[config.mk]
export PLATFORM = sky130hd
export DESIGN_NAME = tcf_front
export DESIGN_NICKNAME = d
export VERILOG_FILES = /design/src/rtl/imu_tilt_complementary_filter_top_macros.svh /design/src/rtl/tcf_pkg.sv /design/src/rtl/tcf_front.sv
export SDC_FILE = /design/constraint.sdc
export NUM_CORES = 1
export LEC_CHECK = 0
export BUFFER_PORTS_ARGS = -buffer_cell sky130_fd_sc_hd__buf_2
export CORE_MARGIN = 1
export CORE_UTILIZATION = 45
export CTS_CLUSTER_SIZE = 8
export DETAILED_ROUTE_END_ITERATION = 16
export PLACE_DENSITY_LB_ADDON = 0.25
export SLEW_MARGIN = 10
export SYNTH_ARGS = -nofsm -noshare
export SYNTH_HDL_FRONTEND = slang
export SYNTH_SLANG_ARGS = --single-unit
[constraint.sdc]
create_clock -name clk -period 3 [get_ports clk]
set_input_delay 0.3 -clock clk [delete_from_list [all_inputs] [get_ports clk]]
set_output_delay 0.3 -clock clk [all_outputs]
set_load 0.02 [all_outputs]
[src/rtl/imu_tilt_complementary_filter_top_macros.svh]
// Assertion helpers for the tilt filter. Both expect clk and rst_n in scope.
`ifndef IMU_TILT_COMPLEMENTARY_FILTER_TOP_MACROS_SVH
`define IMU_TILT_COMPLEMENTARY_FILTER_TOP_MACROS_SVH
`ifndef SYNTHESIS
`define TCF_ASSERT_NOW(lbl, pre, post) \
  lbl: assert property (@(posedge clk) disable iff (!rst_n) (pre) |-> (post)) \
    else $error("tcf same-cycle check failed");
`define TCF_ASSERT_NEXT(lbl, pre, post) \
  lbl: assert property (@(posedge clk) disable iff (!rst_n) (pre) |=> (post)) \
    else $error("tcf next-cycle check failed");
`else
`define TCF_ASSERT_NOW(lbl, pre, post)
`define TCF_ASSERT_NEXT(lbl, pre, post)
`endif
`endif

[src/rtl/tcf_pkg.sv]
package tcf_pkg;

  localparam int XW       = 34;  // CORDIC vector width
  localparam int TAB_LEN  = 24;
  localparam int PRESCALE = 14;

  localparam logic [16:0]        ALPHA_ONE   = 17'd65536;
  localparam logic [16:0]        BLEND_RESET = 17'd63898;
  localparam logic [14:0]        ROLL_LIM    = 15'd23040;
  localparam logic [14:0]        PITCH_LIM   = 15'd11520;
  localparam logic signed [17:0] DEG_SCALE   = 18'sd46080;

  localparam logic [0:0] REG_BLEND = 1'b0;
  localparam logic [0:0] REG_RANGE = 1'b1;

  typedef logic [31:0] turn32_t;

  // atan(2^-i) in 2^-32 turn
  localparam turn32_t ATAN_TURN32 [TAB_LEN] = '{
    32'h20000000, 32'h12E4051E, 32'h09FB385B, 32'h051111D4, 32'h028B0D43,
    32'h0145D7E1, 32'h00A2F61E, 32'h00517C55, 32'h0028BE53, 32'h00145F2F,
    32'h000A2F98, 32'h000517CC, 32'h00028BE6, 32'h000145F3, 32'h0000A2FA,
    32'h0000517D, 32'h000028BE, 32'h0000145F, 32'h00000A30, 32'h00000518,
    32'h0000028C, 32'h00000146, 32'h000000A3, 32'h00000051
  };

  typedef struct packed {
    logic signed [15:0] accel_x;
    logic signed [15:0] accel_y;
    logic signed [15:0] accel_z;
    logic signed [15:0] gyro_x_raw;
    logic signed [15:0] gyro_y_raw;
    logic        [15:0] step_time;
  } item_t;

  typedef struct packed {
    logic                 start;
    logic signed [XW-1:0] y;
    logic signed [XW-1:0] x;
    logic [14:0]          lim;
  } cordic_req_t;

  typedef enum logic [2:0] {
    K_IDLE, K_ROLL_GO, K_ROLL, K_PITCH_GO, K_PITCH, K_FUSE, K_BLEND, K_EMIT
  } back_state_t;

  typedef enum logic [1:0] {C_IDLE, C_ITER, C_MUL, C_RND} cordic_state_t;

  typedef enum logic [2:0] {
    BL_IDLE, BL_AF, BL_AA, BL_AR, BL_DT, BL_SUM, BL_RND
  } blend_state_t;

  // table entry rounded to the configured angle resolution
  function automatic logic [32:0] atan_entry(logic [4:0] idx, int abits);
    logic [32:0] t;
    int          sh;
    t  = {1'b0, ATAN_TURN32[idx]};
    sh = 32 - abits;
    if (sh == 0) return t;
    return (t + (33'd1 << (sh - 1))) >> sh;
  endfunction

  function automatic logic signed [XW-1:0] prescale(logic signed [15:0] v);
    logic signed [XW-1:0] w;
    w = XW'(v);
    return w <<< PRESCALE;
  endfunction

endpackage

[src/rtl/tcf_front.sv]
module tcf_front import tcf_pkg::*; (
  input  logic  clk,
  input  logic  rst_n,
  input  logic  in_valid,
  output logic  in_ready,
  input  item_t in_item,
  input  logic  pop,
  output logic  head_valid,
  output item_t head
);

  item_t      mem_r [2];
  logic       wr_ptr_r, rd_ptr_r;
  logic [1:0] cnt_r;
  logic       push;

  assign in_ready   = (cnt_r != 2'd2);
  assign head_valid = (cnt_r != 2'd0);
  assign head       = mem_r[rd_ptr_r];
  assign push       = in_valid && in_ready;

  always_ff @(posedge clk) begin
    if (push) mem_r[wr_ptr_r] <= in_item;
  end

  always_ff @(posedge clk) begin
    if (!rst_n) begin
      wr_ptr_r <= 1'b0;
      rd_ptr_r <= 1'b0;
      cnt_r    <= 2'd0;
    end else begin
      if (push) wr_ptr_r <= ~wr_ptr_r;
      if (pop)  rd_ptr_r <= ~rd_ptr_r;
      cnt_r <= cnt_r + 2'(push) - 2'(pop);
    end
  end

endmodule

==> impl_metrics.py <==
metrics = {
    "worst_setup_path": {
        "max_stage_delay_ns": 0.49,
        "reg2reg_setup_slack_ns": 0.99,
        "crit_path_end": "head[18]",
        "cp-end-kind": "output port",
        "r2r_cells": 4,
        "crit_type": "reg2out",
        "r2r-end": "mem_r[0][72]",
        "cp_slowest_cell": "buf_12",
        "rr_startpoint": "cnt_r[0]",
        "critPathLaunchType": "flop",
        "crit_fanout": 96,
        "crit_chain": "buf_12 -> mux2_2 -> buf_2",
        "worstPathRequired_ns": 2.70,
        "worstPathArrival_ns": 1.88,
    },
    "final_layout": {
        "layout.nets": 638,
        "area_delta_synth_final_pct": 24.7,
        "post-route-util": 0.578,
        "final_layout_size_suffix_gt1_frac": 0.602,
        "layout_commonest_cell": "buf_2",
        "final_cell_mix": "buf_2 (197), edfxtp_1 (192), mux2_2 (56)",
    },
    "timing": {
        "fin_tns_setup_ns": 0,
        "max_freq_ghz": 0.458,
        "relSlewSlack": 0.401,
        "hold_viol": 0,
        "fin_worst_skew_ns": 0.00870,
        "setup_viol": 0,
        "rsz0062_at_grt": "false",
        "slew_viol_final": 0,
        "tightest_slew_ns": 0.898,
        "finalCritPeriodShare": 0.728,
        "post-route-min-period_ns": 2.18,
    },
    "synth": {
        "synth_area_leaders": "edfxtp_1 (78%), mux2_2 (8.5%), mux2_4 (8.1%)",
        "synthCells": 327,
        "syn_avg_cell_area_sq_um": 22.6,
        "ys_warn_count": 0,
        "syn-cell-area_sq_um": 7390,
        "yosysSeqAreaShare": 0.793,
        "synth_cell_types": 26,
        "synth_top_area_cell": "edfxtp_1",
        "synth_top_area_frac": 0.780,
        "syn_nets": 428,
        "synth-seq-cells": 197,
    },
    "flow_run": {
        "maxCapViolCount": 0,
    },
    "floorplanning": {
        "die_w_microns": 130,
        "num_rows": 46,
        "initial_core_util": 0.464,
        "die_y_microns": 130,
        "die_area_sq_um": 16900,
        "io_pins": 198,
        "coreArea_sq_um": 15900,
    },
    "worst_hold_path": {
        "hold_class": "in2reg",
    },
    "clock_tree": {
        "cts_inserted_buffers": 17,
        "clock_path_buffers": 2,
        "htreeDepth": 4,
        "cts_setup_buffers": 0,
        "worst_skew_pair.late_latency_ns": 0.43,
        "hold_buffers": 0,
        "clk_pin_slew_ns": 0.07,
        "clockRootBuffer": "clkbuf_16",
        "cts_tree": "yes",
        "clkSinkCount": 197,
        "ctsResizeCount": 0,
    },
    "detailed_routing": {
        "ant_nets": 0,
        "wirelength_met1_microns": 4950,
        "dr.first_iter.drc_count": 155,
        "top_layer": "met4",
        "drtPass1Iterations": 4,
        "viasPerCell": 4.80,
        "via_count": 3678,
        "wire_per_inst_microns": 16.4,
        "wl_microns": 12600,
        "met2WireLength_microns": 6330,
        "met3WireLength_microns": 1100,
        "post-route-drc-count": 0,
    },
    "global_routing": {
        "grt_antenna_before_repair": 1,
        "grt_pass1_wl_microns": 18600,
        "grt_overflow": 0,
        "grt_max_degree": 97,
        "grt_usage": 0.152,
        "grt_pass1_vias": 3759,
    },
    "place": {
        "hpwlAfterDp_microns": 8050,
        "port_buffers": 197,
        "gp_congestion": 0.656,
    },
    "run_status": {
        "status": "finished clean",
    },
    "pwr": {
        "power_leakage_nw": 3.52,
        "peakVddDrop_v": 0.000425,
        "powerDensity_nw_per_um2": 727,
    },
}
[logic make-up after synthesis]
logic type                 count (synthesis)  synth area share
xor gates and xnor gates                   2           0.00237
DFF                                      197             0.793
buffers and inverters                     13            0.0188
adders and majority gates                  1           0.00169
and+or+nand+nor                           12           0.00998
muxes                                     97             0.168
AOI/OAI and AO/OA                          5           0.00609
[synthesized netlist by cell type]
cell type,number
a21boi_0,1
buf_6,1
edfxtp_1,192
mux2_4,40
a211oi_1,1
and3_1,1
nand3b_1,2
mux2_2,56
nand3_1,1
a21bo_2,1
nand2b_1,1
a211o_1,1
dfxtp_1,5
inv_1,2
ha_1,1
xor2_1,1
nand2_1,2
buf_12,4
buf_8,1
xnor2_1,1
and2_1,3
nor4b_1,1
or2_2,1
a21boi_2,1
mux2i_1,1
buf_2,5
[where the power goes]
group / leakage [nW] / internal (mW) / total (mW) / switching (mW)
combinational: 1.39 / 0.409 / 0.994 / 0.585
sequential: 1.83 / 3.30 / 3.35 / 0.0545
clock: 0.295 / 1.44 / 2.35 / 0.912
[routing by layer]
layer | up-vias | global-route usage
li1 | 1722 | -
met1 | 1807 | 0.165
met2 | 136 | 0.258
met3 | 13 | 0.0652
met4 | 0 | 0.0698
met5 | - | 0
[sequential cells by signal, indices dropped and copies added, names as in the netlist, named ones only]
register,cells
rd_ptr_r,1
wr_ptr_r,1
cnt_r,2
mem_r,192
[worst min-delay path by stage]
stage / from / endpoint / slack, ns / depth (start not counted)
after floorplan: in_item[0] / mem_r[0][0] / 0.40 / 0
after CTS: in_item[11] / mem_r[1][11] / 0.04 / 1
after global routing: in_item[14] / mem_r[0][14] / 0.04 / 1
final: in_item[11] / mem_r[1][11] / 0.05 / 1
after detailed placement: in_item[46] / mem_r[0][46] / 0.49 / 1
after global placement: in_item[24] / mem_r[1][24] / 0.49 / 1
[final cells by class]
| class | instances | area (sq um) |
|---|---|---|
| Antenna cell | 1 | 2.50 |
| Clock buffer | 24 | 472 |
| Clock inverter | 8 | 149 |
| Fill cell | 1244 | 6730 |
| Inverter | 2 | 11.3 |
| Multi-Input combinational cell | 117 | 1400 |
| Sequential cell | 197 | 5870 |
| Tap cell | 216 | 270 |
| Timing Repair Buffer | 202 | 1050 |
[worst max-delay path: cells and delay by family (launching register included)]
family                 cells  cell delay (ns)
flip-flops                 1             0.35
buffers and inverters      2             0.66
multiplexers               1             0.42
[per-stage QoR]
step / std cells / power, mW / hold WS (ns) / worst slack, ns / area (sq um)
after floorplan: 327 / 4.09 / 0.399 / 0.386 / 7400
after global placement: 734 / 4.39 / 0.487 / 1.09 / 8590
after detailed placement: 734 / 4.42 / 0.491 / 0.991 / 8590
after CTS: 766 / 6.77 / 0.0365 / 0.778 / 9220
after global routing: 766 / 6.94 / 0.0358 / 0.741 / 9220
final: 767 / 6.70 / 0.0527 / 0.817 / 9220
(Power assumes the default switching activity.)
